## src/design/tdsch_pkg.sv

```systemverilog
// Shared types and constants for the thread core dispatch scheduler.
// No dependencies; used by every module of the block.
package tdsch_pkg;

    // Table sizes, fixed by the widths of the request fields
    localparam int THREADS  = 16;
    localparam int CORES    = 4;
    localparam int TASKS    = 16;
    localparam int THREAD_W = 4;
    localparam int CORE_W   = 2;
    localparam int TASK_W   = 4;
    localparam int WAIT_W   = $clog2(THREADS + 1);

    // Request codes
    localparam logic [1:0] MODE_CREATE = 2'd0;
    localparam logic [1:0] MODE_DONE   = 2'd1;
    localparam logic [1:0] MODE_JOIN   = 2'd2;

    // Result status codes
    localparam logic [1:0] ST_OK       = 2'd0;
    localparam logic [1:0] ST_NO_FREE  = 2'd1;
    localparam logic [1:0] ST_INVALID  = 2'd2;

    // Thread phases
    localparam logic [1:0] PH_FREE     = 2'd0;
    localparam logic [1:0] PH_RUNNABLE = 2'd1;
    localparam logic [1:0] PH_RUNNING  = 2'd2;
    localparam logic [1:0] PH_JOINABLE = 2'd3;

    typedef struct packed {
        logic [1:0]  mode;
        logic [3:0]  task_id;
        logic [3:0]  thread_index;
        logic [1:0]  core_index;
        logic [31:0] entry_address;
        logic [31:0] entry_argument;
    } t_in_item;

    typedef struct packed {
        logic [1:0]  status;
        logic [3:0]  thread_number;
        logic        start_valid;
        logic [1:0]  start_core;
        logic [31:0] start_entry;
        logic [31:0] start_arg;
        logic        wake_valid;
        logic [3:0]  wake_task;
        logic        must_sleep;
    } t_out_item;

    // Queue control and status between the engine and its queues
    typedef struct packed {
        logic push;
        logic pop;
    } t_fifo_ctl;

    typedef struct packed {
        logic empty;
        logic full;
    } t_fifo_sts;

endpackage

```

## src/design/tdsch_fifo.sv

```systemverilog
// Circular queue with a combinational head read, optionally loaded 0..DEPTH-1 at reset.
// Depends on tdsch_pkg for the control and status structs.
module tdsch_fifo #(
    parameter int   DEPTH   = 16,
    parameter int   WIDTH   = 4,
    parameter bit   PRELOAD = 1'b0
) (
    input  logic                  i_clk,
    input  logic                  i_rst_n,
    input  tdsch_pkg::t_fifo_ctl  i_ctl,
    input  logic [WIDTH-1:0]      i_data,
    output logic [WIDTH-1:0]      o_data,
    output tdsch_pkg::t_fifo_sts  o_sts
);
    localparam int IDX_W = $clog2(DEPTH);
    localparam int CNT_W = $clog2(DEPTH + 1);

    logic [WIDTH-1:0] r_mem [DEPTH];
    logic [IDX_W-1:0] r_head;
    logic [CNT_W-1:0] r_count;
    logic [IDX_W:0]   w_sum;
    logic [IDX_W:0]   w_tail;
    logic             w_push;
    logic             w_pop;

    assign o_sts.empty = (r_count == '0);
    assign o_sts.full  = (r_count == CNT_W'(DEPTH));
    assign o_data      = r_mem[r_head];

    // Drop a push into a full queue, ignore a pop from an empty one
    assign w_push = i_ctl.push && !o_sts.full;
    assign w_pop  = i_ctl.pop && !o_sts.empty;

    // Tail slot: head plus count, wrapped once
    assign w_sum  = {1'b0, r_head} + (IDX_W + 1)'(r_count);
    assign w_tail = (w_sum >= (IDX_W + 1)'(DEPTH)) ? w_sum - (IDX_W + 1)'(DEPTH) : w_sum;

    // Advance head and count
    always_ff @(posedge i_clk) begin
        if (!i_rst_n) begin
            r_head  <= '0;
            r_count <= PRELOAD ? CNT_W'(DEPTH) : '0;
        end else begin
            if (w_pop) begin
                r_head <= (r_head == IDX_W'(DEPTH - 1)) ? '0 : r_head + 1'b1;
            end
            r_count <= r_count + CNT_W'(w_push) - CNT_W'(w_pop);
        end
    end

    // Load the slots at reset when preloaded, write the tail on a push
    always_ff @(posedge i_clk) begin
        if (!i_rst_n && PRELOAD) begin
            for (int i = 0; i < DEPTH; i++) begin
                r_mem[i] <= WIDTH'(i);
            end
        end else if (w_push) begin
            r_mem[w_tail[IDX_W-1:0]] <= i_data;
        end
    end

endmodule

```

## src/design/tdsch_engine.sv

```systemverilog
// Scheduling decision and thread, core and join tables; computes one result per request.
// Depends on tdsch_pkg and tdsch_fifo (free, runnable and idle-core queues).
module tdsch_engine (
    input  logic                  i_clk,
    input  logic                  i_rst_n,
    input  logic                  i_go,
    input  tdsch_pkg::t_in_item   i_req,
    output tdsch_pkg::t_out_item  o_res
);
    localparam int TW = tdsch_pkg::THREAD_W;
    localparam int CW = tdsch_pkg::CORE_W;
    localparam int KW = tdsch_pkg::TASK_W;
    localparam int WW = tdsch_pkg::WAIT_W;

    // Thread, core and task tables
    logic [1:0]    r_phase       [tdsch_pkg::THREADS];
    logic          r_armed       [tdsch_pkg::THREADS];
    logic [KW-1:0] r_owner       [tdsch_pkg::THREADS];
    logic [31:0]   r_entry       [tdsch_pkg::THREADS];
    logic [31:0]   r_arg         [tdsch_pkg::THREADS];
    logic          r_busy        [tdsch_pkg::CORES];
    logic [TW-1:0] r_core_thread [tdsch_pkg::CORES];
    logic [WW-1:0] r_join_wait   [tdsch_pkg::TASKS];

    // Queue hookup
    tdsch_pkg::t_fifo_ctl free_ctl, ready_ctl, idle_ctl;
    tdsch_pkg::t_fifo_sts free_sts, ready_sts, idle_sts;
    logic [TW-1:0] free_head, ready_head, free_wdata;
    logic [CW-1:0] idle_head;

    // Decode
    logic [TW-1:0] done_thr, own_thr;
    logic          done_armed;
    logic [KW-1:0] own;
    logic [WW-1:0] wait_cur, wait_dec;
    logic [1:0]    join_phase;
    logic          join_ok;
    logic          do_create, create_start, do_done, done_release, done_next;
    logic          do_join_free, do_join_arm;

    tdsch_fifo #(.DEPTH(tdsch_pkg::THREADS), .WIDTH(TW), .PRELOAD(1'b1)) u_free (
        .i_clk(i_clk), .i_rst_n(i_rst_n), .i_ctl(free_ctl), .i_data(free_wdata),
        .o_data(free_head), .o_sts(free_sts)
    );

    tdsch_fifo #(.DEPTH(tdsch_pkg::THREADS), .WIDTH(TW), .PRELOAD(1'b0)) u_ready (
        .i_clk(i_clk), .i_rst_n(i_rst_n), .i_ctl(ready_ctl), .i_data(free_head),
        .o_data(ready_head), .o_sts(ready_sts)
    );

    tdsch_fifo #(.DEPTH(tdsch_pkg::CORES), .WIDTH(CW), .PRELOAD(1'b1)) u_idle (
        .i_clk(i_clk), .i_rst_n(i_rst_n), .i_ctl(idle_ctl), .i_data(i_req.core_index),
        .o_data(idle_head), .o_sts(idle_sts)
    );

    // Look up the thread on the finishing core and the owner of that thread (done) or of the addressed thread
    assign done_thr   = r_core_thread[i_req.core_index];
    assign done_armed = r_armed[done_thr];
    assign own_thr    = (i_req.mode == tdsch_pkg::MODE_DONE) ? done_thr : i_req.thread_index;
    assign own        = r_owner[own_thr];
    assign wait_cur   = r_join_wait[own];
    assign wait_dec   = (wait_cur != '0) ? wait_cur - 1'b1 : wait_cur;
    assign join_phase = r_phase[i_req.thread_index];

    // Classify the request
    assign do_create    = (i_req.mode == tdsch_pkg::MODE_CREATE) && !free_sts.empty;
    assign create_start = do_create && !idle_sts.empty;
    assign do_done      = (i_req.mode == tdsch_pkg::MODE_DONE) && r_busy[i_req.core_index];
    assign done_release = do_done && done_armed;
    assign done_next    = do_done && !ready_sts.empty;
    assign join_ok      = (i_req.mode == tdsch_pkg::MODE_JOIN)
                          && (join_phase != tdsch_pkg::PH_FREE)
                          && !r_armed[i_req.thread_index];
    assign do_join_free = join_ok && (join_phase == tdsch_pkg::PH_JOINABLE);
    assign do_join_arm  = join_ok && (join_phase != tdsch_pkg::PH_JOINABLE);

    // Queue moves, taken only when the request advances
    assign free_ctl.pop   = i_go && do_create;
    assign free_ctl.push  = i_go && (done_release || do_join_free);
    assign free_wdata     = do_join_free ? i_req.thread_index : done_thr;
    assign ready_ctl.push = i_go && do_create && idle_sts.empty;
    assign ready_ctl.pop  = i_go && done_next;
    assign idle_ctl.pop   = i_go && create_start;
    assign idle_ctl.push  = i_go && do_done && ready_sts.empty;

    // Build the result
    always_comb begin
        o_res = '0;
        case (i_req.mode)
            tdsch_pkg::MODE_CREATE: begin
                if (free_sts.empty) begin
                    o_res.status = tdsch_pkg::ST_NO_FREE;
                end else begin
                    o_res.thread_number = free_head;
                    if (create_start) begin
                        o_res.start_valid = 1'b1;
                        o_res.start_core  = idle_head;
                        o_res.start_entry = i_req.entry_address;
                        o_res.start_arg   = i_req.entry_argument;
                    end
                end
            end
            tdsch_pkg::MODE_DONE: begin
                if (!do_done) begin
                    o_res.status = tdsch_pkg::ST_INVALID;
                end else begin
                    if (done_release && (wait_dec == '0)) begin
                        o_res.wake_valid = 1'b1;
                        o_res.wake_task  = own;
                    end
                    if (done_next) begin
                        o_res.start_valid = 1'b1;
                        o_res.start_core  = i_req.core_index;
                        o_res.start_entry = r_entry[ready_head];
                        o_res.start_arg   = r_arg[ready_head];
                    end
                end
            end
            tdsch_pkg::MODE_JOIN: begin
                if (!join_ok) begin
                    o_res.status = tdsch_pkg::ST_INVALID;
                end else begin
                    o_res.must_sleep = do_join_arm;
                end
            end
            default: begin
                o_res.status = tdsch_pkg::ST_INVALID;
            end
        endcase
    end

    // Update phases, join marks, core assignment and join counts
    always_ff @(posedge i_clk) begin
        if (!i_rst_n) begin
            for (int i = 0; i < tdsch_pkg::THREADS; i++) begin
                r_phase[i] <= tdsch_pkg::PH_FREE;
                r_armed[i] <= 1'b0;
            end
            for (int i = 0; i < tdsch_pkg::CORES; i++) begin
                r_busy[i]        <= 1'b0;
                r_core_thread[i] <= '0;
            end
            for (int i = 0; i < tdsch_pkg::TASKS; i++) begin
                r_join_wait[i] <= '0;
            end
        end else if (i_go) begin
            if (do_create) begin
                r_armed[free_head] <= 1'b0;
                r_phase[free_head] <= create_start ? tdsch_pkg::PH_RUNNING
                                                   : tdsch_pkg::PH_RUNNABLE;
                if (create_start) begin
                    r_busy[idle_head]        <= 1'b1;
                    r_core_thread[idle_head] <= free_head;
                end
            end
            if (do_done) begin
                r_phase[done_thr] <= done_armed ? tdsch_pkg::PH_FREE : tdsch_pkg::PH_JOINABLE;
                if (done_armed) begin
                    r_armed[done_thr] <= 1'b0;
                    r_join_wait[own]  <= wait_dec;
                end
                if (done_next) begin
                    r_core_thread[i_req.core_index] <= ready_head;
                    r_phase[ready_head]             <= tdsch_pkg::PH_RUNNING;
                end else begin
                    r_busy[i_req.core_index]        <= 1'b0;
                    r_core_thread[i_req.core_index] <= '0;
                end
            end
            if (do_join_free) begin
                r_phase[i_req.thread_index] <= tdsch_pkg::PH_FREE;
            end
            if (do_join_arm) begin
                r_armed[i_req.thread_index] <= 1'b1;
                r_join_wait[own]            <= wait_cur + 1'b1;
            end
        end
    end

    // Record owner, entry and argument of a created thread
    always_ff @(posedge i_clk) begin
        if (i_go && do_create) begin
            r_owner[free_head] <= i_req.task_id;
            r_entry[free_head] <= i_req.entry_address;
            r_arg[free_head]   <= i_req.entry_argument;
        end
    end

endmodule

```

## src/design/thread_core_dispatch_scheduler.sv

```systemverilog
// Top level of the thread core dispatch scheduler: request and result registers around the engine.
// Depends on tdsch_pkg and tdsch_engine.
//
//   channel   handshake                    payload
//   request   i_in_valid / o_in_ready      i_in_item  (tdsch_pkg::t_in_item)
//   result    o_out_valid / i_out_ready    o_out_item (tdsch_pkg::t_out_item)
//
// A request is registered on transfer and decided once the result register is free, when its
// result is written to the result register; a stalled result keeps it in the request register.
// One request per cycle is sustained while results are taken; the table read and write of the
// engine set that figure.
// Reset loads the free-thread and idle-core queues all at once; no clearing pass.
// A stalled result holds the result register; the request register still takes one more request.
module thread_core_dispatch_scheduler (
    input  logic                  i_clk,
    input  logic                  i_rst_n,
    input  logic                  i_in_valid,
    output logic                  o_in_ready,
    input  tdsch_pkg::t_in_item   i_in_item,
    output logic                  o_out_valid,
    input  logic                  i_out_ready,
    output tdsch_pkg::t_out_item  o_out_item
);
    logic                 r_in_valid;
    tdsch_pkg::t_in_item  r_in_item;
    logic                 r_out_valid;
    tdsch_pkg::t_out_item r_out_item;
    tdsch_pkg::t_out_item w_res;
    logic                 w_advance;

    // Move the held request into the result register when that register frees up
    assign w_advance   = r_in_valid && (!r_out_valid || i_out_ready);
    assign o_in_ready  = !r_in_valid || w_advance;
    assign o_out_valid = r_out_valid;
    assign o_out_item  = r_out_item;

    tdsch_engine u_engine (
        .i_clk(i_clk), .i_rst_n(i_rst_n), .i_go(w_advance), .i_req(r_in_item), .o_res(w_res)
    );

    // Hold the request
    always_ff @(posedge i_clk) begin
        if (!i_rst_n) begin
            r_in_valid <= 1'b0;
        end else if (o_in_ready) begin
            r_in_valid <= i_in_valid;
        end
    end

    always_ff @(posedge i_clk) begin
        if (i_in_valid && o_in_ready) begin
            r_in_item <= i_in_item;
        end
    end

    // Hold the result until its transfer
    always_ff @(posedge i_clk) begin
        if (!i_rst_n) begin
            r_out_valid <= 1'b0;
        end else if (w_advance) begin
            r_out_valid <= 1'b1;
        end else if (i_out_ready) begin
            r_out_valid <= 1'b0;
        end
    end

    always_ff @(posedge i_clk) begin
        if (w_advance) begin
            r_out_item <= w_res;
        end
    end

`ifndef SYNTHESIS
    // A decided request always shows up as a result in the next cycle
    a_advance_result: assert property (@(posedge i_clk) disable iff (!i_rst_n)
        w_advance |=> r_out_valid)
        else $error("decided request produced no result");

    // A held request that cannot advance keeps its contents
    a_request_hold: assert property (@(posedge i_clk) disable iff (!i_rst_n)
        (r_in_valid && !w_advance) |=> (r_in_valid && $stable(r_in_item)))
        else $error("held request lost or changed");

    // A refused request starts nothing, wakes nothing and puts nobody to sleep
    a_refusal_quiet: assert property (@(posedge i_clk) disable iff (!i_rst_n)
        (r_out_valid && (r_out_item.status != tdsch_pkg::ST_OK)) |->
        (!r_out_item.start_valid && !r_out_item.wake_valid && !r_out_item.must_sleep))
        else $error("refused request carried an action");
`endif

endmodule

```

## config.mk

```make
export PLATFORM = sky130hd
export DESIGN_NAME = thread_core_dispatch_scheduler
export DESIGN_NICKNAME = d
export VERILOG_FILES = /design/src/design/tdsch_pkg.sv /design/src/design/tdsch_fifo.sv /design/src/design/tdsch_engine.sv /design/src/design/thread_core_dispatch_scheduler.sv
export SDC_FILE = /design/constraint.sdc
export NUM_CORES = 2
export LEC_CHECK = 0
export ABC_AREA = 1
export BUFFER_PORTS_ARGS = -buffer_cell sky130_fd_sc_hd__clkbuf_2
export CORE_MARGIN = 4
export CORE_UTILIZATION = 50
export DETAILED_ROUTE_END_ITERATION = 12
export GPL_TIMING_DRIVEN = 0
export PLACE_DENSITY = 0.7
export SKIP_CTS_REPAIR_TIMING = 1
export SYNTH_ARGS = -nofsm -noshare
export SYNTH_HDL_FRONTEND = slang
export SYNTH_SLANG_ARGS = --single-unit
```

## constraint.sdc

```tcl
create_clock -name i_clk -period 6.81 [get_ports i_clk]
set_clock_uncertainty 0.15 [all_clocks]
set_input_delay 0.3405 -clock i_clk [delete_from_list [all_inputs] [get_ports i_clk]]
set_output_delay 0.3405 -clock i_clk [all_outputs]
set_load 0.01 [all_outputs]
```

After elaboration in Yosys (flattened, before gate mapping)
Memory sizes are Yosys's and may differ from the RTL's. A register that Yosys moved wholly into a read port is not among the register bits.
Index checks and enable logic that the tools add are counted.
Widths: inputs -> output; s select.
{"block": "classes", "n_addsub": 17, "magnitude_cmp": 3, "n_eq_ne": 10, "muxes": 124, "bitwise_logic": 3, "n_reduce_logical": 63}
{"operator": "$mux 67", "n": 3}
{"operator": "$pmux 67 s2", "n": 1}
{"operator": "$mux 4", "n": 25}
{"operator": "$mux 72", "n": 1}
{"operator": "$mux 1", "n": 69}
{"operator": "$mux 2", "n": 20}
{"operator": "$logic_and 1x1->1", "n": 25}
{"operator": "$mux 5", "n": 4}
{"operator": "$logic_not 5->1", "n": 3}
{"operator": "$reduce_or 2->1", "n": 6}
{"operator": "$reduce_or 4->1", "n": 3}
{"operator": "$add 4x5->5", "n": 2}
{"operator": "$add 5x1->5", "n": 2}
{"operator": "$eq 5x5->1 const B", "n": 2}
{"operator": "$ge 5x5->1 const B", "n": 2}
{"operator": "$sub 5x1->5", "n": 2}
{"operator": "$logic_not 1->1", "n": 9}
{"operator": "$add 4x1->4 const B", "n": 2}
{"operator": "$eq 4x4->1 const B", "n": 2}
{"operator": "$sub 4x1->4 const B", "n": 2}
{"operator": "$eq 2x2->1 const B", "n": 3}
{"operator": "$pmux 2 s3", "n": 1}
{"operator": "$add 5x1->5 const B", "n": 1}
{"operator": "$reduce_bool 5->1", "n": 1}
{"operator": "20 further kinds", "n": 29}
{"block": "totals", "regBits": 180, "ram_bits": 1372, "input_bits": 80, "out_inout_bits": 81, "word_cells": 254, "n_memories": 11}
{"name": "u_engine.r_arg", "depth": 16, "width": 32, "rd": 1, "rd_clocked_by_memory_dff": 0, "write_ports": 1, "line": "tdsch_engine.sv:20", "rtl": "logic [31:0] r_arg [tdsch_pkg::THREADS];"}
{"name": "u_engine.r_entry", "depth": 16, "width": 32, "rd": 1, "rd_clocked_by_memory_dff": 0, "write_ports": 1, "line": "tdsch_engine.sv:19", "rtl": "logic [31:0] r_entry [tdsch_pkg::THREADS];"}
{"name": "u_engine.r_join_wait", "depth": 16, "width": 5, "rd": 1, "rd_clocked_by_memory_dff": 0, "write_ports": 16, "line": "tdsch_engine.sv:23", "rtl": "logic [WW-1:0] r_join_wait [tdsch_pkg::TASKS];"}
{"name": "u_engine.r_owner", "depth": 16, "width": 4, "rd": 1, "rd_clocked_by_memory_dff": 0, "write_ports": 1, "line": "tdsch_engine.sv:18", "rtl": "logic [KW-1:0] r_owner [tdsch_pkg::THREADS];"}
{"name": "u_engine.u_free.r_mem", "depth": 16, "width": 4, "rd": 1, "rd_clocked_by_memory_dff": 1, "write_ports": 16, "line": "tdsch_fifo.sv:18", "rtl": "logic [WIDTH-1:0] r_mem [DEPTH];"}
{"name": "u_engine.u_ready.r_mem", "depth": 16, "width": 4, "rd": 1, "rd_clocked_by_memory_dff": 1, "write_ports": 1, "line": "tdsch_fifo.sv:18"}
{"name": "5 more memories"}

Longest topological paths before layout
{"block": "depth", "word_depth": 12, "depth_mapped": 31, "ltp_nobuf": 29}

By module
From an unflattened synthesis, not the netlist that was laid out.
{"block": "unflattened", "hier_cells": 4550, "area_unflattened_um2": 61586.6}
{"module": "tdsch_engine", "instances": 1, "cells_per_inst": 3465, "area_per_inst_um2": 48524.0, "seq_area_each_um2": 36605.1}
{"module": "thread_core_dispatch_scheduler", "instances": 1, "cells_per_inst": 168, "area_per_inst_um2": 4749.6, "seq_area_each_um2": 4694.5}
{"module": "tdsch_fifo at u_engine.u_free", "instances": 1, "cells_per_inst": 447, "area_per_inst_um2": 3937.5, "seq_area_each_um2": 2182.1}
{"module": "tdsch_fifo at u_engine.u_ready", "instances": 1, "cells_per_inst": 380, "area_per_inst_um2": 3594.7, "seq_area_each_um2": 2182.1}
{"module": "tdsch_fifo at u_engine.u_idle", "instances": 1, "cells_per_inst": 90, "area_per_inst_um2": 780.7, "seq_area_each_um2": 380.4}

Least setup slack after synthesis
No wires, ideal clock.
{"block": "synth_path", "kind": "reg-to-reg", "startpoint": "reg (tool-made name)", "endpoint": "mem u_engine.r_arg[13][0] (enable)", "setup_ns": 0.577, "t_arrival_ns": 6.512, "t_required_ns": 6.083, "slack_ns": -0.429, "stages_incl_launch_ff": 9, "n_path_buf": 2, "period_less_slack_ns": 7.239, "cell_sequence": "dfxtp_1 clkbuf_1 buf_2 mux2i_1 o211ai_1 nand3_1 nand2_1 inv_1 nor3_1"}
{"element": "to (decl)", "line": "tdsch_engine.sv:20"}

==> run summary <==
The relative contribution of the clock network to total power came out at between 40% and 50%. The detailed-routing iteration count for the pre-antenna-repair pass came out at 6. The vertical extent of the die came out at between 300 and 400 µm. The later pin in the worst-skew pair is clocked with a latency of ~770 ps.

The number of DRC markers in iteration 0 came out at ~5500. The peak supply drop is around 0.00027 V. The final-stage net count is a little over 5000. In this run the worst path has a maximum fanout of 12.

The core footprint is between 100000 and 150000 µm². The share of the yosys chip area belonging to registers is 75.8%. The number of rows in the core area came out at around 130. The register area came out at 46200 µm². The number of antenna violations at the first check in global routing is 4. Setup repair after global routing left no endpoint under its margin. Final hold analysis gives a worst-case slack of a little under 40 ps. The width of the chip is 357 µm.

The maximum root-to-sink buffer count came out at 3. The amount of wire on met2 after detailed routing is between 70000 and 80000 µm. The CTS tree is built. The final critical path takes up roughly 81% of the cycle. The final count of hold timing violations is 0.

The basic-gate share of the synthesized area counting and, or, nand and nor cells is around 8.6%. The leakage power is about 24 nW. The worst slack after detailed placement came out at 1540 ps.

The effective utilization at floorplan is 50.6%. The cell accounting for the most synthesized area is sky130_fd_sc_hd__edfxtp_1. Setup slack on the critical path of the routed design comes to 1310 ps. The sort of element at the end of the critical path is a flop.

The critical path is of the reg2reg type. The cell-internal power is between 15 and 20 mW. The switching power came out at ~5 mW. The family of cells with the greatest summed delay on the critical path is buffers and inverters.

The worst-case headroom to the max-slew limit came out at less than 1%. The total length of routed met3 wires is around 18000 µm. The share of synthesized cell area in full adder, half adder and majority cells is less than 1%.

The count of buffering cells on the critical path with inverters included is 4. The critical path goes through clkbuf_1 > buf_1 > mux2i_1 > o211ai_1 > o211ai_1 > nand2_1 > nand2_1 > inv_1 > clkbuf_1 > o21ai_0 > nand3_1 > o21ai_0. Among all stages on the critical path, the largest delay is contributed by sky130_fd_sc_hd__clkbuf_1. Counting every sink on the clock net gives ~1600.

After synthesis, the largest family of logic cells by area is compound AO/OA/AOI/OAI gates. The multi-input logic area is around 13000 µm². The achievable frequency came out at 182 MHz. The top cell types in the final layout, fill and taps aside, are sky130_fd_sc_hd__edfxtp_1 (1476), sky130_fd_sc_hd__nand2_1 (598), sky130_fd_sc_hd__o22ai_1 (516). The total power per unit cell area came out at ~290 nW/µm². The largest single stage delay on the critical path is approximately 1200 ps. Detailed placement ended at an HPWL of between 100000 and 150000 µm. The final-report max-slew violation count came out at 0. The top-level I/O count is between 150 and 200. The portion of synthesized area spent on multiplexers is less than 1%. The register bit total from synthesis came out at roughly 1600. The most used flip-flop cell after synthesis is sky130_fd_sc_hd__edfxtp_1.

The synthesis warning total came out at 0. The area enclosed by the die boundary is roughly 130000 µm². The fraction of final layout cells with drive strength greater than 1 came out at between 10% and 20%.

Compared with the post-synthesis result, the final layout area differs by 16.2%. The residual DRC count came out at 0. The count of nets left with antenna violations once routing finished came out at 0. The actual slew at the worst max-slew pin is approximately 1500 ps. The average routed wire per standard cell is approximately 25 µm. In this run the top signal layer used is met5. The distinct cell type count after synthesis came out at 50. The flow ran to the end, and the final reports show no timing, DRC or antenna violations. The routability congestion estimate came out at 0.916.

The proportion of synthesized flip-flops having asynchronous set or reset is 0%. The launching element type of the critical path is a flop. The logic gate share of total power is under 10%. The number of global-route vias before repair came out at 38800. In the final routing, the length of wire on met1 measures 63500 µm. The root buffer cell is sky130_fd_sc_hd__clkbuf_16. The number of buffers inserted during clock tree synthesis is roughly 160. The library cell used most frequently in the layout, excluding fill and tap cells, is sky130_fd_sc_hd__edfxtp_1.

Fill cells in the final layout number 9248. The aggregate global-route resource usage is 25.8%. The final route contains roughly 40000 vias. The relative contribution of sequential cells to total power came out at 52.7%. The clock edge transition at the registers on the reported setup and hold paths is approximately 60 ps. The number of cells produced by synthesis came out at between 4000 and 5000. The aggregate global routing overflow is 0. The number of input and output port buffers inserted is roughly 160. The synthesized-area fraction occupied by xor and xnor cells is 0.201%. The final critical delay including setup and external delays came out at 5500 ps.

The average size of a mapped cell came out at approximately 13 µm². The number of enable-type register cells in the synthesized netlist came out at 1476. The cell area after synthesis is between 60000 and 70000 µm². After synthesis, the cell types taking the most area are sky130_fd_sc_hd__edfxtp_1 (73%), sky130_fd_sc_hd__o22ai_1 (5.3%), sky130_fd_sc_hd__nand2_1 (3.7%), sky130_fd_sc_hd__o21ai_0 (3.5%), sky130_fd_sc_hd__dfxtp_1 (3.0%). The compound-gate portion of the synthesized area came out at a little over a tenth.

The first global-routing pass estimated 244000 µm of wire. For this block, the routed nets add up to roughly 170000 µm of wire. The number of endpoints failing setup at the final stage came out at 0.

The deepest level of the CTS H-tree came out at 4. The required time at the endpoint of the critical path came out at approximately 7100 ps. The count of maximum capacitance violations is 0. At the worst endpoint, the arrival time is 5770 ps. Counting every net in the synthesized netlist gives ~4600. After detailed routing, the number of vias per cell comes to 6.01. The net switching share of the total power is about a quarter. The top cell type's share of synthesized area is between 70% and 80%.

The tightest min-delay check is of the in2reg type. The largest net degree at the start of global routing came out at 52.
[area by class of cell]
cell class	count	share of cell area [%]
flip-flops and latches	1568	65.2
repair buffers	315	4.04
inverters	272	1.45
multi-input cells	2455	18.2
well taps	1612	2.85
diodes	3	0.0106
clock inverters	84	1.04
clock buffers	201	5.86
plain buffers	228	1.37
[stage by stage]
step | cell area (µm²) | utilization (%) | TNS (ps) | instances | power [mW]
CTS | 70000 | 58.1 | 0 | 6656 | 20.6
global placement | 63700 | 52.9 | -4838030 | 6294 | 12.4
finish | 70800 | 58.8 | 0 | 6738 | 20.6
global route | 70800 | 58.8 | 0 | 6735 | 21.2
detailed placement | 65100 | 54.1 | 0 | 6371 | 12.4
floorplan | 60900 | - | -114430 | 4523 | 11.9
[power by group through the flow]
stage / combinational (mW) / sequential (mW) / clock, mW
floorplan: 0.857 / 11.0 / 0
global placement: 1.37 / 11.0 / 0
detailed placement: 1.40 / 11.0 / 0
CTS: 1.41 / 10.8 / 8.35
global route: 1.58 / 10.8 / 8.76
finish: 1.46 / 10.8 / 8.28
[worst paths after layout]
path	endpoint	slack, ps	from	cells after the start
worst max register to register	o_out_item[66]	1310	flop	12
worst max-delay path	o_out_item[66]	1310	flop	12
worst min register to register	u_engine.r_phase[8][1]	330	u_engine.r_phase[8][1]	2
worst min-delay path	u_engine.r_busy[2]	40	i_rst_n	4
[worst min-delay path, delay by kind of cell]
kind	cells	cell delay [ps]
AND/OR/NAND/NOR	2	240
buffers and inverters	1	200
AO/OA/AOI/OAI	1	140
[flip-flops by register name (all words and copies together), names as in the netlist, 8 cells and up, named ones only]
name	cells
u_engine.r_owner	64
u_engine.r_join_wait	80
u_engine.r_phase	32
u_engine.r_entry	512
u_engine.u_idle.r_mem	8
u_engine.u_ready.r_mem	64
o_out_item	79
u_engine.r_armed	16
u_engine.r_core_thread	16
r_in_item	76
u_engine.r_arg	512
u_engine.u_free.r_mem	64
[cell usage after synthesis, types with 2 or more instances]
| cell type | n |
|---|---|
| sky130_fd_sc_hd__edfxtp_1 | 1476 |
| sky130_fd_sc_hd__o21ai_4 | 2 |
| sky130_fd_sc_hd__clkbuf_1 | 177 |
| sky130_fd_sc_hd__fa_1 | 5 |
| sky130_fd_sc_hd__xor2_1 | 12 |
| sky130_fd_sc_hd__o211ai_1 | 48 |
| sky130_fd_sc_hd__nand3_1 | 269 |
| sky130_fd_sc_hd__ha_1 | 26 |
| sky130_fd_sc_hd__buf_2 | 20 |
| sky130_fd_sc_hd__o221ai_1 | 4 |
| sky130_fd_sc_hd__o21ai_1 | 14 |
| sky130_fd_sc_hd__buf_1 | 18 |
| sky130_fd_sc_hd__a31oi_1 | 2 |
| sky130_fd_sc_hd__inv_1 | 256 |
| sky130_fd_sc_hd__nor2_2 | 5 |
| sky130_fd_sc_hd__o31ai_1 | 7 |
| sky130_fd_sc_hd__nor2_4 | 6 |
| sky130_fd_sc_hd__nand2_2 | 7 |
| sky130_fd_sc_hd__buf_4 | 3 |
| sky130_fd_sc_hd__nand4_1 | 7 |
| sky130_fd_sc_hd__a211oi_1 | 6 |
| sky130_fd_sc_hd__nor2_1 | 293 |
| sky130_fd_sc_hd__a21oi_1 | 104 |
| sky130_fd_sc_hd__nand3_2 | 8 |
| sky130_fd_sc_hd__nand3_4 | 2 |
| sky130_fd_sc_hd__clkinv_1 | 3 |
| sky130_fd_sc_hd__nand3b_1 | 14 |
| sky130_fd_sc_hd__inv_2 | 12 |
| sky130_fd_sc_hd__o22ai_1 | 516 |
| sky130_fd_sc_hd__nand2_1 | 598 |
| sky130_fd_sc_hd__o21ai_2 | 3 |
| sky130_fd_sc_hd__dfxtp_1 | 92 |
| sky130_fd_sc_hd__mux2i_1 | 32 |
| sky130_fd_sc_hd__a22o_1 | 2 |
| sky130_fd_sc_hd__or2_2 | 3 |
| sky130_fd_sc_hd__o2111ai_1 | 2 |
| sky130_fd_sc_hd__o21ai_0 | 428 |
| sky130_fd_sc_hd__nand2_4 | 4 |
| sky130_fd_sc_hd__xnor2_1 | 2 |
| sky130_fd_sc_hd__a21oi_2 | 2 |
| sky130_fd_sc_hd__a32o_1 | 2 |
| sky130_fd_sc_hd__buf_6 | 10 |
| sky130_fd_sc_hd__nor3_1 | 14 |
[per-layer routing]
| layer | up-vias | GRT usage (%) |
|---|---|---|
| li1 | 17900 | - |
| met1 | 19700 | 34.3 |
| met2 | 2493 | 41.7 |
| met3 | 431 | 5.21 |
| met4 | 4 | 11.2 |
| met5 | - | 0 |
[logic make-up after synthesis]
kind of cell	Yosys count
flops	1568
simple gates	1232
compound gates	1146
buf+inv	500
mux	32
fa+ha+maj	31
xor+xnor	14
Power figures use the tool's default switching activity.
